<file path="config.mk">
export PLATFORM = sky130hd
export DESIGN_NAME = run_length_byte_decoder_flat
export DESIGN_NICKNAME = d
export VERILOG_FILES = /design/src/rlbd_pkg.sv /design/src/rlbd_code_if.sv /design/src/rlbd_run_if.sv /design/src/run_length_byte_decoder.sv /design/src/flat_wrapper.sv
export SDC_FILE = /design/constraint.sdc
export NUM_CORES = 1
export LEC_CHECK = 0
export ABC_AREA = 1
export BUFFER_PORTS_ARGS = -buffer_cell sky130_fd_sc_hd__buf_2
export CELL_PAD_IN_SITES_DETAIL_PLACEMENT = 1
export CELL_PAD_IN_SITES_GLOBAL_PLACEMENT = 1
export CORE_MARGIN = 2
export CORE_UTILIZATION = 42
export CTS_CLUSTER_DIAMETER = 100
export DETAILED_ROUTE_END_ITERATION = 12
export PLACE_DENSITY = 0.85
export SLEW_MARGIN = 25
export SYNTH_ARGS = -nofsm -noshare
export SYNTH_HDL_FRONTEND = slang
export SYNTH_SLANG_ARGS = --single-unit
</file>
<file path="constraint.sdc">
create_clock -name clk -period 2.1 [get_ports clk]
set_input_delay 0.63 -clock clk [delete_from_list [all_inputs] [get_ports clk]]
set_output_delay 0.63 -clock clk [all_outputs]
set_load 0.05 [all_outputs]
</file>
<file path="src/rlbd_pkg.sv">
`timescale 1ns / 1ps
// ----------------------------------------------------------------------------
// rlbd_pkg: shared types of the run-length byte decoder
// payload structs of both channels and the decoder phase encoding
// ----------------------------------------------------------------------------
package rlbd_pkg;

	localparam int unsigned ByteW = 8;

	// one compressed byte as it arrives
	typedef struct packed {
		logic [ByteW-1:0] data_byte;
		logic             last_byte;
	} code_t;

	// one decoded run
	typedef struct packed {
		logic [ByteW-1:0] run_value;
		logic [ByteW-1:0] run_length;
		logic             block_end;
		logic             malformed;
	} run_t;

	// decoder phase, one-hot
	typedef enum logic [2:0] {
		PH_HEADER  = 3'b001,
		PH_REPEAT  = 3'b010,
		PH_LITERAL = 3'b100
	} phase_t;

endpackage

</file>
<file path="src/rlbd_code_if.sv">
`timescale 1ns / 1ps
// ----------------------------------------------------------------------------
// rlbd_code_if: compressed byte channel
// valid/ready channel carrying one compressed byte per request
// ----------------------------------------------------------------------------
interface rlbd_code_if;
	logic             valid;
	logic             ready;
	rlbd_pkg::code_t  data;

	modport source (output valid, output data, input ready);
	modport sink   (input valid, input data, output ready);
endinterface

</file>
<file path="src/rlbd_run_if.sv">
`timescale 1ns / 1ps
// ----------------------------------------------------------------------------
// rlbd_run_if: decoded run channel
// valid/ready channel carrying one (value, length) run per request
// ----------------------------------------------------------------------------
interface rlbd_run_if;
	logic            valid;
	logic            ready;
	rlbd_pkg::run_t  data;

	modport source (output valid, output data, input ready);
	modport sink   (input valid, input data, output ready);
endinterface

</file>
<file path="src/run_length_byte_decoder.sv">
`timescale 1ns / 1ps
// ----------------------------------------------------------------------------
// run_length_byte_decoder: packbits-style run-length byte decoder
// takes one compressed byte per request and emits zero or one decoded run
// ----------------------------------------------------------------------------
//
//  channel  dir  payload                                      notes
//  coded    in   data_byte[7:0], last_byte                    one compressed byte
//  runs     out  run_value[7:0], run_length[7:0], block_end,  zero or one per byte
//                malformed
//
// one byte per cycle sustained while the runs channel does not stall; a byte passes the
// input register, then the result register, before its run shows on runs
// the input register and the result register advance together whenever the result
// register is empty or being drained; while a finished run waits, a byte is taken
// only into an empty input register or when the run is taken in the same cycle
// header bytes produce no run unless they carry last_byte
// reset clears valid flags, phase (header expected) and the remaining count
//
module run_length_byte_decoder (
	input  logic          clk,
	input  logic          arst_n,
	rlbd_code_if.sink     coded,
	rlbd_run_if.source    runs
);

	localparam int unsigned ByteW = rlbd_pkg::ByteW;

	// input stage
	logic                 valid_s1;
	rlbd_pkg::code_t      code_s1;

	// decoder state
	rlbd_pkg::phase_t     phase_q;
	logic [ByteW-1:0]     remaining_q;

	// result register
	logic                 out_valid_q;
	rlbd_pkg::run_t       out_q;

	// next-state and result logic
	logic                 advance;
	logic                 emit;
	rlbd_pkg::run_t       res;
	rlbd_pkg::phase_t     phase_d;
	logic [ByteW-1:0]     remaining_d;
	logic [ByteW-1:0]     left;

	// both stages move when the result register can take a new value
	assign advance     = !out_valid_q || runs.ready;
	assign coded.ready = !valid_s1 || advance;

	assign left = (remaining_q != '0) ? remaining_q - ByteW'(1) : '0;

	always_comb begin
		emit        = 1'b0;
		res         = '0;
		phase_d     = phase_q;
		remaining_d = remaining_q;
		case (phase_q)
			rlbd_pkg::PH_REPEAT: begin
				// value byte of a repeat run
				emit           = 1'b1;
				res.run_value  = code_s1.data_byte;
				res.run_length = remaining_q;
				res.block_end  = code_s1.last_byte;
				phase_d        = rlbd_pkg::PH_HEADER;
				remaining_d    = '0;
			end
			rlbd_pkg::PH_LITERAL: begin
				// literal byte, malformed if the block ends with bytes still owed
				emit           = 1'b1;
				res.run_value  = code_s1.data_byte;
				res.run_length = ByteW'(1);
				res.block_end  = code_s1.last_byte;
				res.malformed  = code_s1.last_byte && (left != '0);
				remaining_d    = left;
				phase_d        = (left != '0) ? rlbd_pkg::PH_LITERAL : rlbd_pkg::PH_HEADER;
			end
			default: begin
				// header byte: sign bit selects repeat or literal stretch
				if (code_s1.data_byte[ByteW-1]) begin
					// repeat count 1 - n, wraps so 0x80 gives 129
					remaining_d = ByteW'(1) - code_s1.data_byte;
					phase_d     = rlbd_pkg::PH_REPEAT;
				end else begin
					remaining_d = code_s1.data_byte + ByteW'(1);
					phase_d     = rlbd_pkg::PH_LITERAL;
				end
				// block ending on a header is malformed
				if (code_s1.last_byte) begin
					emit          = 1'b1;
					res.block_end = 1'b1;
					res.malformed = 1'b1;
				end
			end
		endcase
		// every block end restarts on a fresh header
		if (code_s1.last_byte) begin
			phase_d     = rlbd_pkg::PH_HEADER;
			remaining_d = '0;
		end
	end

	// input register
	always_ff @(posedge clk or negedge arst_n) begin
		if (!arst_n) begin
			valid_s1 <= 1'b0;
		end else if (coded.ready) begin
			valid_s1 <= coded.valid;
		end
	end

	always_ff @(posedge clk) begin
		if (coded.ready && coded.valid) begin
			code_s1 <= coded.data;
		end
	end

	// decoder state, updated as each byte leaves the input register
	always_ff @(posedge clk or negedge arst_n) begin
		if (!arst_n) begin
			phase_q     <= rlbd_pkg::PH_HEADER;
			remaining_q <= '0;
		end else if (valid_s1 && advance) begin
			phase_q     <= phase_d;
			remaining_q <= remaining_d;
		end
	end

	// result register
	always_ff @(posedge clk or negedge arst_n) begin
		if (!arst_n) begin
			out_valid_q <= 1'b0;
		end else if (advance) begin
			out_valid_q <= valid_s1 && emit;
		end
	end

	always_ff @(posedge clk) begin
		if (advance && valid_s1 && emit) begin
			out_q <= res;
		end
	end

	assign runs.valid = out_valid_q;
	assign runs.data  = out_q;

	// a zero-length run is only ever the malformed marker
	a_zero_len_malformed: assert property (@(posedge clk) disable iff (!arst_n)
		out_valid_q && (out_q.run_length == '0) |-> out_q.malformed)
		else $error("zero-length run without malformed flag");

	// malformed runs always close the block
	a_malformed_ends: assert property (@(posedge clk) disable iff (!arst_n)
		out_valid_q && out_q.malformed |-> out_q.block_end)
		else $error("malformed run not marked as block end");

	// after a last byte is consumed the decoder waits for a header
	a_last_resets: assert property (@(posedge clk) disable iff (!arst_n)
		valid_s1 && advance && code_s1.last_byte
		|=> (phase_q == rlbd_pkg::PH_HEADER) && (remaining_q == '0))
		else $error("decoder state not cleared after block end");

	// literal stretch never holds a zero count
	a_literal_count: assert property (@(posedge clk) disable iff (!arst_n)
		phase_q == rlbd_pkg::PH_LITERAL |-> remaining_q != '0)
		else $error("literal phase with zero bytes remaining");

endmodule
</file>
<file path="src/flat_wrapper.sv">
// flat-port wrapper written by rule: the top's interface ports become plain ports
module run_length_byte_decoder_flat 
  (clk, arst_n, coded_valid, coded_data, coded_ready, runs_valid, runs_data, runs_ready);
  rlbd_code_if coded_i ();
  rlbd_run_if runs_i ();
  input  logic clk;
  input  logic arst_n;
  input wire logic [$bits(coded_i.valid)-1:0] coded_valid;
  input wire logic [$bits(coded_i.data)-1:0] coded_data;
  output wire logic [$bits(coded_i.ready)-1:0] coded_ready;
  output wire logic [$bits(runs_i.valid)-1:0] runs_valid;
  output wire logic [$bits(runs_i.data)-1:0] runs_data;
  input wire logic [$bits(runs_i.ready)-1:0] runs_ready;
  assign coded_i.valid = coded_valid;
  assign coded_i.data = coded_data;
  assign coded_ready = coded_i.ready;
  assign runs_valid = runs_i.valid;
  assign runs_data = runs_i.data;
  assign runs_i.ready = runs_ready;
  run_length_byte_decoder u_core (.clk(clk), .arst_n(arst_n), .coded(coded_i), .runs(runs_i));
endmodule
</file>
==> key figures <==
Synthesis
  – Synth Area in Compound Gates: 8.74%
  – Synth Area in Simple Gates: 23.0%
  – Top FF cell, synth: edfxtp_1
  – Post-synth EDFFs: 27
  – Post-Syn Area per Cell: 9.36 um2
  – Synthesized flop and latch total: 40
  – Post-synthesis adder-cell area fraction: 3.12%
  – Yosys warns: 0
  – Synth Area in XOR/XNOR: 2.19%
  – Mapped Nets: 232
  – Main combinational cell family by area after synthesis: simple AND/OR/NAND/NOR gates
  – Seq/Total Area, Yosys: 56.8%
  – Cell Area, Synth: 0.00200 mm2
  – Synth Instances: 214
  – Yosys cell types: 29
  – Asr flop ratio synth: 32.5%
  – Post-synthesis mux area share: 0%

Flow run
  – Max cap viols: 0

GRT
  – Total grt overflow: 0
  – Initial antenna violation count: 0
  – Largest net degree at the start of global routing: 19
  – GRT Overall Usage: 19.4%
  – First-pass GRT wire length: 7560 um
  – Vias in the first global route: 1598

Placed design
  – HPWL after detailed placement: 3480 um
  – Port bufs: 32
  – Placer Congestion: 0.919

Power
  – Total power: 2920 uW
  – Max VDD drop: 0.532 mV
  – Pwr/cell area: 1250 mW/mm2
  – Leak Pwr: 0.00107 uW

Clock tree
  – Post-CTS Hold Buffers: 0
  – Worst-Skew Late Latency: 0.30 ns
  – Clock buffer depth: 2
  – CTS tree: yes
  – Root Buffer: clkbuf_8
  – # clock sinks: 40
  – H-tree levels: 2
  – Post-cts resize count: 0
  – Clk slew on worst S/H paths: 0.08 ns
  – Setup Fix Bufs, Post-CTS: 0
  – CTS buffer count: 5

Final layout
  – Antenna cell count: 0
  – Fill cells: 548
  – Final net count: 270
  – Layout cells sized above 1: 23.7%
  – Final Core Density: 50.3%
  – Layout area overhead: 16.9%

Critical path
  – Top delay family on crit path: simple AND/OR/NAND/NOR gates
  – Worst Path Max Fanout: 9
  – CP arrival: 2.11 ns
  – Critical path class: reg -> reg
  – CP startpoint kind: register
  – Worst Path Required: 2.29 ns
  – Worst Path Buf+Inv: 2
  – Worst-path cell chain: inv_1, ha_1, inv_1, nor3_4, nand2_4, o21ai_1, nand2_1, nor2_2, nand3_2, nand3_1, nand2_1
  – Crit. End Element: register
  – CP max-delay cell: dfrtp_1
  – Max incr delay on CP: 0.42 ns

Floorplan
  – Core footprint: 0.00466 mm2
  – Die area: 0.00534 mm2
  – Die Width: 73.1 um
  – I/O pins: 33
  – # rows: 25
  – Initial core utilization: 43.0%
  – Die Span Y: 73.1 um

STA
  – Final Cycle Share: 91.4%
  – Hold WS: 0.207 ns
  – Clock skew: 0.00751 ns
  – Hold Vio Cnt, Final: 0
  – Final min period: 1.92 ns
  – Final setup violation count: 0
  – Post-Route Setup TNS: 0 ns
  – Fmax: 0.521 GHz
  – Max-slew headroom: 50.6%
  – Max Transition Viols Final: 0
  – Worst slew pin tran: 0.740 ns
  – RSZ-0062 raised after global routing: false

Drt
  – Initial DRC Count: 91
  – Detail Route Antenna Nets: 0
  – Wire per inst: 15.3 um
  – Via/cell ratio: 5.25
  – Final WL: 4710 um
  – DRC viols: 0
  – Vias: 1613
  – Drt pass-1 iters: 4

Min path
  – Class of the worst hold path: in -> async

Run status
  – Outcome: finished clean
## state kept, by name, indices dropped and copies added (netlist names)
register            flops
u_core.code_s1          9
u_core.phase_q          3
u_core.remaining_q      8
u_core.runs.data       18
u_core.runs.valid       1
u_core.valid_s1         1
## Yosys cell counts, types with 2 or more instances
library cell / number / share of area [%]
nand2_1: 42 / 7.9
nor2_1: 29 / 5.4
edfxtp_1: 27 / 40
inv_1: 21 / 3.9
o21ai_0: 15 / 3.7
nand3_1: 14 / 3.5
dfrtp_1: 12 / 15
a21oi_1: 11 / 2.7
ha_1: 5 / 3.1
inv_2: 5 / 0.94
nand4_1: 4 / 1.2
o22ai_1: 4 / 1.2
xor2_1: 4 / 1.7
buf_2: 3 / 0.75
nor2_2: 3 / 0.94
nand2_4: 2 / 1.1
## path summary, 6_finish.rpt
check	slack (ns)	start	to	cells after the start
max	0.18	u_core.remaining_q[0]	u_core.phase_q[2]	11
min	0.21	arst_n	u_core.remaining_q[4]	1
max reg2reg	0.18	u_core.remaining_q[0]	u_core.phase_q[2]	11
min reg2reg	0.55	u_core.phase_q[2]	u_core.phase_q[2]	2
max in group asynchronous	1.60	arst_n	u_core.phase_q[0]	1
min in group clk	0.50	coded_data[0]	u_core.code_s1[0]	1
## power breakdown
group          internal [uW]  leakage [uW]  switching, uW
Combinational            317      0.000591            844
Sequential              1020      0.000427            110
Clock                    352     0.0000541            283
Total                   1680       0.00107           1240
## worst register-to-register path: stages (launching register included)
cell and delay [ns]:
dfrtp_1 0.42, inv_1 0.21, ha_1 0.19, inv_1 0.07, nor3_4 0.17, nand2_4 0.13, o21ai_1 0.11, nand2_1 0.08
nor2_2 0.15, nand3_2 0.13, nand3_1 0.10, nand2_1 0.06
## metal layers
metal | vias to the layer above | share of wire (%) | routed length, um | global-route usage (%)
li1 | 781 | - | - | -
met1 | 771 | 43 | 2020 | 23.7
met2 | 53 | 50 | 2370 | 32.4
met3 | 8 | 5.2 | 243 | 4.83
met4 | 0 | 1.6 | 77 | 8.23
met5 | - | 0 | 0 | 0
## cell families after synthesis
logic type | count (synthesis)
AO/OA/AOI/OAI | 33
XOR/XNOR | 5
adder cells (fa/ha/maj) | 5
buffers and inverters | 31
flip-flops | 40
AND/OR/NAND/NOR | 100
## per-stage QoR
step,cells,setup slack [ns],cell area [um2]
2_1_floorplan,214,0.275,2000
3_3_place_gp,299,0.129,2230
3_5_place_dp,299,0.0673,2230
4_1_cts,307,0.201,2340
5_1_grt,307,0.0567,2340
6_report,307,0.182,2340
## cells in the final DEF, fill, tap and decap left out, drive strengths merged
| cell type | n |
|---|---|
| a21oi | 12 |
| a31oi | 1 |
| buf | 34 |
| bufinv | 1 |
| clkbuf | 5 |
| clkinv | 2 |
| clkinvlp | 1 |
| dfrtp | 12 |
| dfstp | 1 |
| edfxtp | 27 |
| ha | 5 |
| inv | 27 |
| nand2 | 45 |
| nand3 | 15 |
| nand4 | 4 |
| nor2 | 33 |
| nor3 | 3 |
| o21ai | 16 |
| o22ai | 4 |
| xnor2 | 1 |
| xor2 | 4 |
## final cells by class
type	count	area (um2)	share of cell area [%]
inverters	28	108	4.59
clock inverters	3	42.5	1.82
clock buffers	5	68.8	2.94
well taps	54	67.6	2.88
repair buffers	34	175	7.48
flip-flops and latches	40	1140	48.6
multi-input cells	143	743	31.7
Power figures use the tool's default switching activity.
